### src/serc_pkg.sv
// ----------------------------------------------------------------------------
// serc_pkg
// shared types, codes and helper functions of the response checker
// ----------------------------------------------------------------------------
package serc_pkg;

	// frame framing constants
	localparam logic [7:0]  SYNC_BYTE   = 8'h55;
	localparam logic [15:0] STATUS_OK   = 16'h9000;
	localparam logic [15:0] CRC_INIT    = 16'h0000;
	localparam logic [15:0] CRC_POLY    = 16'h1021;
	localparam int          MAX_FRAME_D = 4096;

	// configuration port
	localparam int CFG_IDX_W  = 3;
	localparam int CFG_DATA_W = 64;
	localparam logic [CFG_IDX_W-1:0] CFG_EXPECTED_LENGTH = 3'd0;
	localparam logic [CFG_IDX_W-1:0] CFG_ENCRYPT_ENABLE  = 3'd1;
	localparam logic [CFG_IDX_W-1:0] CFG_KEY_LOW         = 3'd2;
	localparam logic [CFG_IDX_W-1:0] CFG_KEY_HIGH        = 3'd3;
	localparam logic [CFG_IDX_W-1:0] CFG_POLL_LIMIT      = 3'd4;
	localparam logic [8:0]           POLL_LIMIT_RESET    = 9'd256;

	// queue between front and back
	localparam int Q_DEPTH = 2;
	localparam int Q_PTR_W = 1;

	typedef enum logic [2:0] {
		PH_HUNT,
		PH_LEN_HI,
		PH_LEN_LO,
		PH_BODY,
		PH_CRC_HI,
		PH_CRC_LO
	} phase_t;

	typedef enum logic [2:0] {
		TK_SYNC,
		TK_TIMEOUT,
		TK_DATA,
		TK_STAT_HI,
		TK_STAT_LO,
		TK_CRC_HI,
		TK_CRC_LO
	} tok_kind_t;

	typedef enum logic [2:0] {
		V_OK      = 3'd0,
		V_CRC     = 3'd1,
		V_LENGTH  = 3'd2,
		V_STATUS  = 3'd3,
		V_TIMEOUT = 3'd4
	} verdict_t;

	typedef enum logic {
		K_DATA    = 1'b0,
		K_VERDICT = 1'b1
	} res_kind_t;

	// classified byte handed from front to back
	typedef struct packed {
		tok_kind_t   kind;
		logic [7:0]  rx;
		logic [3:0]  key_idx;
		logic        len_ok;
	} tok_t;

	typedef struct packed {
		logic [11:0]  expected_length;
		logic         encrypt_enable;
		logic [127:0] key;
		logic [8:0]   poll_limit;
	} cfg_t;

	typedef struct packed {
		res_kind_t   kind;
		logic [7:0]  data_byte;
		verdict_t    verdict;
		logic [7:0]  status_hi;
		logic [7:0]  status_lo;
		logic        last;
	} res_t;

	// bytewise crc-16, msb first
	function automatic logic [15:0] crc_update(input logic [15:0] crc, input logic [7:0] b);
		logic [15:0] c;
		c = crc ^ {b, 8'h00};
		for (int k = 0; k < 8; k++) begin
			if (c[15]) begin
				c = {c[14:0], 1'b0} ^ CRC_POLY;
			end else begin
				c = {c[14:0], 1'b0};
			end
		end
		return c;
	endfunction

	function automatic logic [7:0] key_byte(input logic [127:0] key, input logic [3:0] idx);
		return key[{idx, 3'b000} +: 8];
	endfunction

endpackage

### src/serc_in_if.sv
// ----------------------------------------------------------------------------
// serc_in_if
// received byte channel
// ----------------------------------------------------------------------------
interface serc_in_if;
	logic       valid;
	logic       ready;
	logic [7:0] rx_byte;

	modport source (output valid, output rx_byte, input ready);
	modport sink (input valid, input rx_byte, output ready);
endinterface

### src/serc_out_if.sv
// ----------------------------------------------------------------------------
// serc_out_if
// result channel: data bytes and frame verdicts
// ----------------------------------------------------------------------------
interface serc_out_if;
	logic       valid;
	logic       ready;
	logic       kind;
	logic [7:0] data_byte;
	logic [2:0] verdict;
	logic [7:0] status_hi;
	logic [7:0] status_lo;
	logic       last;

	modport source (output valid, output kind, output data_byte, output verdict,
		output status_hi, output status_lo, output last, input ready);
	modport sink (input valid, input kind, input data_byte, input verdict,
		input status_hi, input status_lo, input last, output ready);
endinterface

### src/serc_cfg_if.sv
// ----------------------------------------------------------------------------
// serc_cfg_if
// configuration write channel
// ----------------------------------------------------------------------------
interface serc_cfg_if;
	logic                             valid;
	logic                             ready;
	logic [serc_pkg::CFG_IDX_W-1:0]   index;
	logic [serc_pkg::CFG_DATA_W-1:0]  data;

	modport source (output valid, output index, output data, input ready);
	modport sink (input valid, input index, input data, output ready);
endinterface

### src/secure_element_response_checker_top.sv
// ----------------------------------------------------------------------------
// secure_element_response_checker_top
// framed secure element response checker with crc-16 and key descrambling
// ----------------------------------------------------------------------------
// One received byte is taken per word on rx, one per clock sustained. The
// parser hunts for the 0x55 sync byte (a timeout verdict after poll_limit
// other bytes), reads the 16-bit length, then expected_length data bytes
// (capped at MAX_FRAME - 6), the two status bytes and the crc (poly 0x1021,
// init 0, high byte first). Data words leave on rsp as they arrive,
// descrambled with key byte (position mod 16) when encrypt_enable is set,
// and only while the length field equals the capped length plus two; each
// frame ends in one verdict word. The rate is one byte a cycle, set by the
// bytewise crc and xor stage in the checker; a two-word queue parts parser
// from checker and an output register holds a result while rsp is stalled,
// so rx backs up only once both are full. Configuration is to be written
// through cfg while idle; the block itself does not enforce this.
// ----------------------------------------------------------------------------
module secure_element_response_checker_top #(
	parameter int MAX_FRAME = serc_pkg::MAX_FRAME_D
) (
	input  logic        clk,
	input  logic        arst_n,
	serc_in_if.sink     rx,
	serc_out_if.source  rsp,
	serc_cfg_if.sink    cfg
);

	// configuration registers
	serc_pkg::cfg_t cfg_q;

	// parser to queue
	logic           push;
	serc_pkg::tok_t push_tok;
	logic           q_full;

	// queue to checker
	logic           pop;
	logic           q_not_empty;
	serc_pkg::tok_t head;

	// registers are always writable, unknown indexes are dropped
	assign cfg.ready = 1'b1;

	always_ff @(posedge clk or negedge arst_n) begin
		if (!arst_n) begin
			cfg_q.expected_length <= '0;
			cfg_q.encrypt_enable  <= 1'b0;
			cfg_q.key             <= '0;
			cfg_q.poll_limit      <= serc_pkg::POLL_LIMIT_RESET;
		end else if (cfg.valid) begin
			case (cfg.index)
				serc_pkg::CFG_EXPECTED_LENGTH: cfg_q.expected_length <= cfg.data[11:0];
				serc_pkg::CFG_ENCRYPT_ENABLE:  cfg_q.encrypt_enable  <= cfg.data[0];
				serc_pkg::CFG_KEY_LOW:         cfg_q.key[63:0]       <= cfg.data;
				serc_pkg::CFG_KEY_HIGH:        cfg_q.key[127:64]     <= cfg.data;
				serc_pkg::CFG_POLL_LIMIT:      cfg_q.poll_limit      <= cfg.data[8:0];
				default: ;
			endcase
		end
	end

	// front: sync hunt, length and body position, byte classification
	serc_front #(
		.MAX_FRAME (MAX_FRAME)
	) u_front (
		.clk    (clk),
		.arst_n (arst_n),
		.rx     (rx),
		.cfg    (cfg_q),
		.q_full (q_full),
		.push   (push),
		.tok    (push_tok)
	);

	// two-word queue, lets parser and checker stall apart
	serc_queue u_queue (
		.clk       (clk),
		.arst_n    (arst_n),
		.push      (push),
		.push_tok  (push_tok),
		.full      (q_full),
		.pop       (pop),
		.not_empty (q_not_empty),
		.head      (head)
	);

	// back: crc, descrambling, verdict, result register
	serc_back u_back (
		.clk         (clk),
		.arst_n      (arst_n),
		.cfg         (cfg_q),
		.q_not_empty (q_not_empty),
		.head        (head),
		.pop         (pop),
		.rsp         (rsp)
	);

endmodule

### src/serc_front.sv
// ----------------------------------------------------------------------------
// serc_front
// frame parser: tracks sync, length and body position, classifies each byte
// ----------------------------------------------------------------------------
module serc_front #(
	parameter int MAX_FRAME = serc_pkg::MAX_FRAME_D
) (
	input  logic               clk,
	input  logic               arst_n,
	serc_in_if.sink            rx,
	input  serc_pkg::cfg_t     cfg,
	input  logic               q_full,
	output logic               push,
	output serc_pkg::tok_t     tok
);

	localparam int IDX_W = $clog2(MAX_FRAME + 1);
	localparam int LW    = (IDX_W > 16) ? IDX_W : 16;
	localparam logic [LW-1:0] CAP = LW'(MAX_FRAME - 6);

	serc_pkg::phase_t phase_q, phase_d;
	logic [8:0]       poll_count_q, poll_count_d;
	logic [IDX_W-1:0] byte_index_q, byte_index_d;
	logic [15:0]      length_field_q, length_field_d;

	logic             accept;
	logic             tok_valid;
	logic [LW-1:0]    exp_len, eff_len, idx_ext;
	logic             len_ok, idx_lt, idx_eq, is_sync, timeout;
	logic [8:0]       poll_inc;

	assign rx.ready = !q_full;
	assign accept   = rx.valid && !q_full;
	assign push     = accept && tok_valid;

	assign exp_len  = LW'(cfg.expected_length);
	assign eff_len  = (exp_len > CAP) ? CAP : exp_len;
	assign idx_ext  = LW'(byte_index_q);
	assign len_ok   = LW'(length_field_q) == (eff_len + LW'(2));
	assign idx_lt   = idx_ext < eff_len;
	assign idx_eq   = idx_ext == eff_len;
	assign is_sync  = rx.rx_byte == serc_pkg::SYNC_BYTE;
	assign poll_inc = poll_count_q + 9'd1;
	// a limit of zero times out on the first byte, same as one
	assign timeout  = (poll_inc >= cfg.poll_limit) || (poll_inc == 9'd0);

	// next state
	always_comb begin
		phase_d        = phase_q;
		poll_count_d   = poll_count_q;
		byte_index_d   = byte_index_q;
		length_field_d = length_field_q;
		unique case (phase_q)
			serc_pkg::PH_HUNT: begin
				if (is_sync) begin
					phase_d        = serc_pkg::PH_LEN_HI;
					poll_count_d   = '0;
					byte_index_d   = '0;
					length_field_d = '0;
				end else if (timeout) begin
					poll_count_d = '0;
				end else begin
					poll_count_d = poll_inc;
				end
			end
			serc_pkg::PH_LEN_HI: begin
				length_field_d = {rx.rx_byte, 8'h00};
				phase_d        = serc_pkg::PH_LEN_LO;
			end
			serc_pkg::PH_LEN_LO: begin
				length_field_d = {length_field_q[15:8], rx.rx_byte};
				byte_index_d   = '0;
				phase_d        = serc_pkg::PH_BODY;
			end
			serc_pkg::PH_BODY: begin
				if (idx_lt || idx_eq) begin
					byte_index_d = byte_index_q + IDX_W'(1);
				end else begin
					phase_d = serc_pkg::PH_CRC_HI;
				end
			end
			serc_pkg::PH_CRC_HI: begin
				phase_d = serc_pkg::PH_CRC_LO;
			end
			serc_pkg::PH_CRC_LO: begin
				phase_d      = serc_pkg::PH_HUNT;
				poll_count_d = '0;
				byte_index_d = '0;
			end
			default: begin
				phase_d = serc_pkg::PH_HUNT;
			end
		endcase
	end

	// token for the back end
	always_comb begin
		tok_valid   = 1'b0;
		tok.kind    = serc_pkg::TK_SYNC;
		tok.rx      = rx.rx_byte;
		tok.key_idx = byte_index_q[3:0];
		tok.len_ok  = len_ok;
		unique case (phase_q)
			serc_pkg::PH_HUNT: begin
				if (is_sync) begin
					tok_valid = 1'b1;
					tok.kind  = serc_pkg::TK_SYNC;
				end else if (timeout) begin
					tok_valid = 1'b1;
					tok.kind  = serc_pkg::TK_TIMEOUT;
				end
			end
			serc_pkg::PH_BODY: begin
				tok_valid = 1'b1;
				if (idx_lt) begin
					tok.kind = serc_pkg::TK_DATA;
				end else if (idx_eq) begin
					tok.kind = serc_pkg::TK_STAT_HI;
				end else begin
					tok.kind = serc_pkg::TK_STAT_LO;
				end
			end
			serc_pkg::PH_CRC_HI: begin
				tok_valid = 1'b1;
				tok.kind  = serc_pkg::TK_CRC_HI;
			end
			serc_pkg::PH_CRC_LO: begin
				tok_valid = 1'b1;
				tok.kind  = serc_pkg::TK_CRC_LO;
			end
			default: begin
				tok_valid = 1'b0;
			end
		endcase
	end

	always_ff @(posedge clk or negedge arst_n) begin
		if (!arst_n) begin
			phase_q        <= serc_pkg::PH_HUNT;
			poll_count_q   <= '0;
			byte_index_q   <= '0;
			length_field_q <= '0;
		end else if (accept) begin
			phase_q        <= phase_d;
			poll_count_q   <= poll_count_d;
			byte_index_q   <= byte_index_d;
			length_field_q <= length_field_d;
		end
	end

endmodule

### src/serc_queue.sv
// ----------------------------------------------------------------------------
// serc_queue
// short token queue between parser and checker
// ----------------------------------------------------------------------------
module serc_queue (
	input  logic            clk,
	input  logic            arst_n,
	input  logic            push,
	input  serc_pkg::tok_t  push_tok,
	output logic            full,
	input  logic            pop,
	output logic            not_empty,
	output serc_pkg::tok_t  head
);

	localparam int CNT_W = serc_pkg::Q_PTR_W + 1;

	serc_pkg::tok_t               mem_q [serc_pkg::Q_DEPTH];
	logic [serc_pkg::Q_PTR_W-1:0] wr_ptr_q, rd_ptr_q;
	logic [CNT_W-1:0]             count_q;

	assign full      = count_q == CNT_W'(serc_pkg::Q_DEPTH);
	assign not_empty = count_q != '0;
	assign head      = mem_q[rd_ptr_q];

	function automatic logic [serc_pkg::Q_PTR_W-1:0] ptr_next(
		input logic [serc_pkg::Q_PTR_W-1:0] p);
		return (p == serc_pkg::Q_PTR_W'(serc_pkg::Q_DEPTH - 1)) ? '0
			: p + serc_pkg::Q_PTR_W'(1);
	endfunction

	always_ff @(posedge clk) begin
		if (push) begin
			mem_q[wr_ptr_q] <= push_tok;
		end
	end

	always_ff @(posedge clk or negedge arst_n) begin
		if (!arst_n) begin
			wr_ptr_q <= '0;
			rd_ptr_q <= '0;
			count_q  <= '0;
		end else begin
			if (push) begin
				wr_ptr_q <= ptr_next(wr_ptr_q);
			end
			if (pop) begin
				rd_ptr_q <= ptr_next(rd_ptr_q);
			end
			case ({push, pop})
				2'b10:   count_q <= count_q + CNT_W'(1);
				2'b01:   count_q <= count_q - CNT_W'(1);
				default: count_q <= count_q;
			endcase
		end
	end

endmodule

### src/serc_back.sv
// ----------------------------------------------------------------------------
// serc_back
// checker: crc, descrambling, status capture, verdict and result register
// ----------------------------------------------------------------------------
module serc_back (
	input  logic            clk,
	input  logic            arst_n,
	input  serc_pkg::cfg_t  cfg,
	input  logic            q_not_empty,
	input  serc_pkg::tok_t  head,
	output logic            pop,
	serc_out_if.source      rsp
);

	logic [15:0]    crc_q, crc_d;
	logic [15:0]    status_q, status_d;
	logic [7:0]     crc_hi_q, crc_hi_d;
	serc_pkg::res_t res_q, res_d;
	logic           res_valid_q;
	logic           load;

	logic [7:0]     plain;
	logic [15:0]    got;

	assign pop   = q_not_empty && (!res_valid_q || rsp.ready);
	assign plain = cfg.encrypt_enable ? (head.rx ^ serc_pkg::key_byte(cfg.key, head.key_idx))
		: head.rx;
	assign got   = {crc_hi_q, head.rx};

	always_comb begin
		crc_d    = crc_q;
		status_d = status_q;
		crc_hi_d = crc_hi_q;
		load     = 1'b0;
		res_d    = '{kind: serc_pkg::K_DATA, data_byte: 8'h00, verdict: serc_pkg::V_OK,
			status_hi: 8'h00, status_lo: 8'h00, last: 1'b0};
		unique case (head.kind)
			serc_pkg::TK_SYNC: begin
				crc_d    = serc_pkg::CRC_INIT;
				status_d = '0;
				crc_hi_d = '0;
			end
			serc_pkg::TK_TIMEOUT: begin
				load          = 1'b1;
				res_d.kind    = serc_pkg::K_VERDICT;
				res_d.verdict = serc_pkg::V_TIMEOUT;
				res_d.last    = 1'b1;
			end
			serc_pkg::TK_DATA: begin
				crc_d           = serc_pkg::crc_update(crc_q, head.rx);
				load            = head.len_ok;
				res_d.data_byte = plain;
			end
			serc_pkg::TK_STAT_HI: begin
				crc_d    = serc_pkg::crc_update(crc_q, head.rx);
				status_d = {plain, 8'h00};
			end
			serc_pkg::TK_STAT_LO: begin
				crc_d    = serc_pkg::crc_update(crc_q, head.rx);
				status_d = {status_q[15:8], plain};
			end
			serc_pkg::TK_CRC_HI: begin
				crc_hi_d = head.rx;
			end
			serc_pkg::TK_CRC_LO: begin
				load            = 1'b1;
				res_d.kind      = serc_pkg::K_VERDICT;
				res_d.status_hi = status_q[15:8];
				res_d.status_lo = status_q[7:0];
				res_d.last      = 1'b1;
				if (!head.len_ok) begin
					res_d.verdict = serc_pkg::V_LENGTH;
				end else if (got != crc_q) begin
					res_d.verdict = serc_pkg::V_CRC;
				end else if (status_q != serc_pkg::STATUS_OK) begin
					res_d.verdict = serc_pkg::V_STATUS;
				end else begin
					res_d.verdict = serc_pkg::V_OK;
				end
			end
			default: begin
				load = 1'b0;
			end
		endcase
	end

	always_ff @(posedge clk or negedge arst_n) begin
		if (!arst_n) begin
			crc_q       <= serc_pkg::CRC_INIT;
			status_q    <= '0;
			crc_hi_q    <= '0;
			res_valid_q <= 1'b0;
		end else begin
			if (pop) begin
				crc_q    <= crc_d;
				status_q <= status_d;
				crc_hi_q <= crc_hi_d;
			end
			if (pop && load) begin
				res_valid_q <= 1'b1;
			end else if (rsp.ready) begin
				res_valid_q <= 1'b0;
			end
		end
	end

	always_ff @(posedge clk) begin
		if (pop && load) begin
			res_q <= res_d;
		end
	end

	assign rsp.valid     = res_valid_q;
	assign rsp.kind      = res_q.kind;
	assign rsp.data_byte = res_q.data_byte;
	assign rsp.verdict   = res_q.verdict;
	assign rsp.status_hi = res_q.status_hi;
	assign rsp.status_lo = res_q.status_lo;
	assign rsp.last      = res_q.last;

endmodule

### src/flat_wrapper.sv
// flat-port wrapper written by rule: the top's interface ports become plain ports
module secure_element_response_checker_top_flat 
#(
	parameter int MAX_FRAME = serc_pkg::MAX_FRAME_D
)
  (clk, arst_n, rx_valid, rx_rx_byte, rx_ready, rsp_valid, rsp_kind, rsp_data_byte, rsp_verdict, rsp_status_hi, rsp_status_lo, rsp_last, rsp_ready, cfg_valid, cfg_index, cfg_data, cfg_ready);
  serc_in_if rx_i ();
  serc_out_if rsp_i ();
  serc_cfg_if cfg_i ();
  input  logic clk;
  input  logic arst_n;
  input wire logic [$bits(rx_i.valid)-1:0] rx_valid;
  input wire logic [$bits(rx_i.rx_byte)-1:0] rx_rx_byte;
  output wire logic [$bits(rx_i.ready)-1:0] rx_ready;
  output wire logic [$bits(rsp_i.valid)-1:0] rsp_valid;
  output wire logic [$bits(rsp_i.kind)-1:0] rsp_kind;
  output wire logic [$bits(rsp_i.data_byte)-1:0] rsp_data_byte;
  output wire logic [$bits(rsp_i.verdict)-1:0] rsp_verdict;
  output wire logic [$bits(rsp_i.status_hi)-1:0] rsp_status_hi;
  output wire logic [$bits(rsp_i.status_lo)-1:0] rsp_status_lo;
  output wire logic [$bits(rsp_i.last)-1:0] rsp_last;
  input wire logic [$bits(rsp_i.ready)-1:0] rsp_ready;
  input wire logic [$bits(cfg_i.valid)-1:0] cfg_valid;
  input wire logic [$bits(cfg_i.index)-1:0] cfg_index;
  input wire logic [$bits(cfg_i.data)-1:0] cfg_data;
  output wire logic [$bits(cfg_i.ready)-1:0] cfg_ready;
  assign rx_i.valid = rx_valid;
  assign rx_i.rx_byte = rx_rx_byte;
  assign rx_ready = rx_i.ready;
  assign rsp_valid = rsp_i.valid;
  assign rsp_kind = rsp_i.kind;
  assign rsp_data_byte = rsp_i.data_byte;
  assign rsp_verdict = rsp_i.verdict;
  assign rsp_status_hi = rsp_i.status_hi;
  assign rsp_status_lo = rsp_i.status_lo;
  assign rsp_last = rsp_i.last;
  assign rsp_i.ready = rsp_ready;
  assign cfg_i.valid = cfg_valid;
  assign cfg_i.index = cfg_index;
  assign cfg_i.data = cfg_data;
  assign cfg_ready = cfg_i.ready;
  secure_element_response_checker_top #(.MAX_FRAME(MAX_FRAME)) u_core (.clk(clk), .arst_n(arst_n), .rx(rx_i), .rsp(rsp_i), .cfg(cfg_i));
endmodule
### config.mk
export PLATFORM = sky130hd
export DESIGN_NAME = secure_element_response_checker_top_flat
export DESIGN_NICKNAME = d
export VERILOG_FILES = /design/src/serc_pkg.sv /design/src/serc_in_if.sv /design/src/serc_out_if.sv /design/src/serc_cfg_if.sv /design/src/secure_element_response_checker_top.sv /design/src/serc_front.sv /design/src/serc_queue.sv /design/src/serc_back.sv /design/src/flat_wrapper.sv
export SDC_FILE = /design/constraint.sdc
export NUM_CORES = 1
export LEC_CHECK = 0
export ABC_AREA = 1
export BUFFER_PORTS_ARGS = -buffer_cell sky130_fd_sc_hd__buf_2
export CAP_MARGIN = 20
export CORE_MARGIN = 5
export CORE_UTILIZATION = 65
export DETAILED_ROUTE_END_ITERATION = 16
export GPL_TIMING_DRIVEN = 0
export PLACE_DENSITY = 0.85
export SETUP_SLACK_MARGIN = 0.15
export SLEW_MARGIN = 20
export SYNTH_ARGS = -nofsm -noshare
export SYNTH_HDL_FRONTEND = slang
export SYNTH_HIERARCHICAL = 1
export SYNTH_SLANG_ARGS = --single-unit
### constraint.sdc
create_clock -name clk -period 5.89 [get_ports clk]
set_input_delay 0.2945 -clock clk [delete_from_list [all_inputs] [get_ports clk]]
set_output_delay 0.2945 -clock clk [all_outputs]
set_load 0.005 [all_outputs]
; ---- Yosys cells after proc, flatten, opt, wreduce, memory -nomap -nowiden
; Memory sizes are Yosys's and may differ from the RTL's.
; Cells that the tools add are included.
; Widths: inputs -> output; s select.
[totals]
ramBits = 32
memories = 1
wordCells = 208
regBits = 264
inputBits = 80
[memory_table]
columns = memory, words, word_bits, rd, rd_ports_with_merged_regs, wr, line
row1 = u_core.u_queue.mem_q, 2, 16, 1, 0, 1, serc_queue.sv:18  ; serc_pkg::tok_t mem_q [serc_pkg::Q_DEPTH];
[op_classes]
n_eq_ne = 26
n_shift = 1
magnitude_cmp = 3
n_mux = 80
n_addsub = 7
reduce_logical = 41
n_bitwise = 26
[op_table]
columns = op, count
row1 = $mux 16, 22
row2 = $mux 13, 24
row3 = $shiftx 128x8->8, 1
row4 = $pmux 16 s3, 2
row5 = $not 3->3, 22
row6 = $pmux 16 s4, 1
row7 = $pmux 13 s3, 1
row8 = $eq 3x2->1 const B, 6
row9 = $eq 3x3->1 const B, 6
row10 = $mux 3, 6
row11 = $mux 9, 2
row12 = $pmux 9 s2, 1
row13 = $reduce_and 2->1, 9
row14 = $eq 16x13->1, 1
row15 = $ne 16x16->1, 1
row16 = $ne 16x16->1 const B, 1
row17 = $pmux 8 s2, 1
row18 = $xor 16x16->16, 1
row19 = $pmux 3 s5, 1
row20 = $reduce_bool 2->1, 7
row21 = $add 12x2->13 const B, 1
row22 = $add 13x1->13 const B, 1
row23 = $eq 13x12->1, 1
row24 = $lt 13x12->1, 1
row25 = 32 further kinds, 64

; ---- Depth between registers and ports, before layout
; An unclocked memory read counts as a cell.
[logic_depth]
word_depth = 26
mapped_depth = 23

; ---- Modules after synthesis
; Netlist, hierarchy kept.
[modules_own_cells]
columns = mod, area_per_inst_um2, n_inst, cells_each
row1 = secure_element_response_checker_top, 5839.4, 1, 657
row2 = serc_back, 4870.9, 1, 742
row3 = serc_front, 3453.3, 1, 508
row4 = serc_queue, 1478.9, 1, 108

; ---- Worst setup path before layout
; No wires, ideal clock.
[synth_timing]
path_type = register -> register
from = register u_core.u_front.poll_count_q[0]
to = memory u_core/u_queue/mem_q[0][0] (netlist bit) (enable)
path_buffers = 0
required_time_ns = 5.502
period_less_slack_ns = 3.327
arrival_ns = 2.938
stages_incl_launch_ff = 19
path_slack_ns = 2.563
path_cell_list = dfrtp_1 -> ha_1 -> nand2_1 -> inv_1 -> nand3_1 -> nand3b_1 -> xor2_1 -> inv_1 -> ha_1 -> nand2_1 -> nor2_1 -> nand3b_1 -> o2111ai_1 -> a21oi_1 -> o21ai_2 -> o21ai_0 -> nand2_1 -> inv_1 -> nor2_1
[synth_between]
elab_chain_cells = 9
[synth_rtl]
columns = item, line
row1 = from (decl), serc_front.sv:22  ; logic [8:0] poll_count_q, poll_count_d;
row2 = from (signal assigned), serc_front.sv:145  ; poll_count_q <= poll_count_d;
row3 = $add 9x1->9 (*), serc_front.sv:43  ; assign poll_inc = poll_count_q + 9'd1;
row4 = $ge 9x9->1 / $logic_not 9->1 (equally long branches), serc_front.sv:45  ; assign timeout = (poll_inc >= cfg.poll_limit) || (poll_inc == 9'd0);
row5 = $logic_or 1x1->1 (*), serc_front.sv:45
row6 = $mux 1 (*), serc_front.sv:108  ; end else if (timeout) begin
row7 = $mux 1 (*), serc_front.sv:105  ; if (is_sync) begin
row8 = $pmux 1 s2 (*), serc_front.sv:103  ; unique case (phase_q)
row9 = $logic_and 1x1->1 (*), serc_front.sv:34  ; assign push = accept && tok_valid;
row10 = via u_core.push, secure_element_response_checker_top.sv:32  ; logic push;
row11 = $mux 1 (*), serc_queue.sv:33  ; if (push) begin
row12 = $mux 1 (not written as such) (*), serc_queue.sv:34  ; mem_q[wr_ptr_q] <= push_tok;
row13 = to (decl), serc_queue.sv:18
; The timed path passes the listed nets; every way through them passes the cells marked *.

; ---- Worst setup path after layout
[layout_timing]
from = register u_core.u_front.poll_count_q[0]
to = memory u_core/u_queue/mem_q[0][3] (netlist bit) (enable)
; Same word-level chain as after synthesis.

==> summary.md <==
| Metric | Value |
|---|---|
| TritonCTS clock tree | built |
| Setup Total Neg Slack | 0 ns |
| Layout fillers | between 1500 and 2000 |
| Beginning of the worst hold path | cfg_data[11] |
| Async S/R FF share, synth | 79.7% |
| Max-cap violation count | 0 |
| Crit share post-route | 62.5% |
| Area added between synthesis and finish | 16.3% |
| Sequential element share of the synthesized area | about half |
| Setup Fix Bufs, Post-CTS | 0 |
| Die Height | 165 um |
| I/O Buffers | 110 |
| Number of vias after detailed routing | approximately 14000 |
| Average via count per standard cell | 5.60 |
| Worst setup EP type | flip-flop |
| Outcome | complete, no violations |
| Slowest-stage cell, CP | nor2_2 |
| Final count of pins violating max slew | 0 |
| Share of final-layout standard cells stronger than drive strength 1 | between 10% and 20% |
| Cell Pwr Density | roughly 440 nW/um^2 |
| Hpwl dp | roughly 30000 um |
| CP bufs+invs | 3 |
| PostCTS Resize Cnt | 0 |
| Post-Syn Area per Cell | 7.76 um^2 |
| Count of hold buffers inserted by post-cts repair | 54 |
| Stage delay of the slowest cell on the critical path | 0.60 ns |
| Worst VDD drop | 0.280 mV |
| Detailed Route WL | 43500 um |
| Largest fanout on the critical path | 16 |
| Maximum number of pins on one net before global-route repair | 99 |
| Critical Path Source Type | flip-flop |
| Initial standard-cell utilization of the core | 66.2% |
| Post-layout utilization of the core | 77.1% |
| Number of antenna violations at the first check in global routing | 0 |
| Synthesis-stage register bit count | 296 |
| Cells after synthesis | between 2000 and 2500 |
| Htree depth | 1 |
| WL per Instance | 17.0 um |
| Syn Std Cell Area | 15600 um^2 |
| Diodes inserted | 0 |
| Num rows | 56 |
| Clock sink count | 296 |
| Routability cong. | 0.943 |
| Beginning of the worst register-to-register path | u_core/u_front/poll_count_q[0] |
| Data required time at the worst endpoint | 6.07 ns |
| Post-synthesis cell type with the largest combined area | dfrtp_1 |
| Number of CTS-inserted buffers | 31 |
| Die Outline Area | 27300 um^2 |
| Placeable Area | 23600 um^2 |
| Maximum achievable frequency | about 0.27 GHz |
| Power, Total | 8070 uW |
| Clock period minus worst slack | 3.68 ns |
| Final nets | 2318 |
| Clock insertion delay at the later pin of the skew report | 0.56 ns |
| Drc violations | 0 |
| Count of distinct cell types in the synthesized netlist | 46 |
| Number of cells after detailed placement | around 2400 |
| Worst-Margin Slew | 0.898 ns |
| Boundary Pins | 112 |
| Origin of the worst setup path | u_core/u_front/poll_count_q[0] |
| Static leakage | 0.00951 uW |
| Syn. warnings | 6 |
| Fin Clk Skew | 0.0118 ns |
| Cell family contributing the most delay on the critical path | simple AND/OR/NAND/NOR gates |
| Iteration-0 DRC Markers | 1726 |
| Wire length of the first global-routing pass | ~70000 um |
| Non-filler instance count after layout | roughly 2600 |
| RSZ-0062 raised after global routing | no |
| Data arrival at the endpoint of the critical path | ~3.9 ns |
| Overall routing resource usage | between 30% and 40% |
| Number of global-route vias before repair | around 14000 |
| Total count of hold-check failures in the final report | 0 |
| Clk Tree Root Cell | clkbuf_16 |
| Instance area at placement | 16700 um^2 |
| Startpoint-to-endpoint class of the critical path | reg -> reg |
| Total nets after synthesis | ~2100 |
| Post-route ant nets | 0 |
| Die width | 165 um |
| Prevailing post-synth register cell | dfrtp_1 |
| Non-Filler Cell Area, Final | ~18000 um^2 |
| Leading post-synthesis cells by cell area | dfrtp_1 (38%), nand2_1 (19%), edfxtp_1 (12%) |
| 1st-pass router iterations | 8 |
| Slew margin rel. | 39.5% |
| Post-synth EDFFs | 60 |
| Share of Yosys cell area claimed by the top area cell type | 37.6% |
| Post-CTS clock slew at the launch and capture registers of the worst setup and hold paths | 0.06 ns |
| CTS max path bufs | 3 |
| Total global routing overflow | 0 |
| Worst path cell trace | ha_1 -> nand2_1 -> inv_1 -> nand3_1 -> nand3b_1 -> xor2_1 -> inv_1 -> ha_1 -> nand2_1 -> nor2_1 -> nand3b_1 -> o2111ai_1 -> a21oi_1 -> o21ai_2 -> o21ai_0 -> nand2_1 -> inv_1 -> nor2_2 |
| Final setup violating endpoints | 0 |
| Tightest Hold Check Type | in -> reg |
registers in the layout, indices dropped and copies added, names as in the netlist:
register                       flops
u_core/cfg_q                     150
u_core/u_back/crc_hi_q             8
u_core/u_queue/wr_ptr_q            1
u_core/u_back/rsp.valid            1
u_core/u_back/status_q            16
u_core/u_back/rsp.data_byte        8
u_core/u_front/length_field_q     16
u_core/u_front/byte_index_q       13
u_core/u_back/rsp.verdict          3
u_core/u_back/rsp.status_hi        8
u_core/u_queue/mem_q              32
u_core/u_queue/count_q             2
u_core/u_back/rsp.last             1
u_core/u_back/rsp.status_lo        8
u_core/u_back/crc_q               16
u_core/u_front/poll_count_q        9
u_core/u_front/phase_q             3
u_core/u_queue/rd_ptr_q            1
cell usage after synthesis, types with 2 or more instances:
master / instances
xnor2_1: 28
buf_4: 21
buf_2: 42
nand3_1: 241
nor2_1: 78
inv_1: 253
ha_1: 24
nor2_2: 7
edfxtp_1: 60
nand4_1: 20
o21ai_1: 3
xor2_1: 19
dfrtp_1: 235
o21ai_2: 17
nand2_1: 780
a21oi_1: 26
clkbuf_1: 19
nand3_2: 4
clkinv_1: 3
buf_1: 2
nand3b_1: 2
nand2_2: 19
nor3_1: 9
nor4_1: 3
o21ai_0: 38
buf_12: 3
o22ai_1: 26
inv_2: 11
nor2_4: 3
buf_6: 3
final timing paths:
kind	to	slack [ns]	cells after the start
max in group asynchronous	u_core/u_front/length_field_q[1]	4.73	3
worst min register to register	u_core/cfg_q[51]	0.47	2
min in group asynchronous	u_core/cfg_q[134]	0.29	2
worst max-delay path	u_core/u_queue/mem_q[0][3]	2.21	18
worst min-delay path	u_core/cfg_q[84]	0.02	3
worst max register to register	u_core/u_queue/mem_q[0][3]	2.21	18
layer usage:
layer | wire length, um | GRT usage, % | vias to the layer above | share of wire (%)
li1 | - | - | 6702 | -
met1 | 17000 | 42.0 | 6703 | 39
met2 | 20900 | 53.7 | 727 | 48
met3 | 3620 | 5.46 | 170 | 8.3
met4 | 2020 | 14.1 | 0 | 4.6
met5 | 0 | 0 | - | 0
stage by stage:
stage	worst slack [ns]	hold slack, ns
final	2.21	0.0209
after global routing	1.94	0.0318
after CTS	2.22	0.00125
after detailed placement	2.24	0.273
after global placement	0.363	0.448
after floorplan	2.56	-0.00109
cells in the final DEF (no fill, tap or decap), drive strengths merged:
| cell | count |
|---|---|
| a21oi | 28 |
| edfxtp | 60 |
| clkinvlp | 2 |
| nand3 | 246 |
| buf | 183 |
| dlygate4sd3 | 54 |
| nor3 | 10 |
| clkinv | 12 |
| nand2 | 800 |
| o2111ai | 1 |
| nor4 | 4 |
| nor2 | 89 |
| xor2 | 19 |
| conb | 1 |
| o21ai | 58 |
| inv | 265 |
| ha | 24 |
| dfrtp | 235 |
| xnor2 | 28 |
| bufinv | 3 |
| o211a | 1 |
| o31ai | 2 |
| clkbuf | 59 |
| or2 | 1 |
| dfstp | 1 |
| and3 | 1 |
| o21bai | 1 |
| o22ai | 26 |
| nand4 | 20 |
| nand3b | 2 |
worst reg2reg max path, cell delays in order (launching register included):
cell       delay [ns]
dfrtp_1          0.42
ha_1             0.19
nand2_1          0.07
inv_1            0.09
nand3_1          0.10
nand3b_1         0.21
xor2_1           0.21
inv_1            0.09
ha_1             0.31
nand2_1          0.07
nor2_1           0.13
nand3b_1         0.09
o2111ai_1        0.10
a21oi_1          0.08
o21ai_2          0.13
o21ai_0          0.12
nand2_1          0.20
inv_1            0.09
nor2_2           0.60
power breakdown:
| part | total (uW) | switching (uW) | internal, uW |
|---|---|---|---|
| logic | 3270 | 2190 | 1080 |
| registers | 2880 | 272 | 2610 |
| clock network | 1910 | 794 | 1120 |
| total | 8070 | 3250 | 4810 |
kinds of logic after synthesis:
group           after synthesis  synth area share [%]
xor+xnor                     47                  2.63
fa+ha+maj                    24                  1.92
buf+inv                     357                  9.86
compound gates              117                  4.59
flops                       296                  49.3
simple gates               1173                  31.7
other cells                   1                0.0240
layout make-up:
type                    instances  area [um^2]  share of cell area [%]
flip-flops and latches        296         7710                    42.4
plain buffers                  90          541                    2.97
well taps                     319          399                    2.19
clock buffers                  40          830                    4.56
clock inverters                15          161                   0.887
repair buffers                166         1160                    6.35
inverters                     267         1000                    5.51
multi-input cells            1362         6400                    35.2
Note: power is estimated with default switching activity, not from simulation.
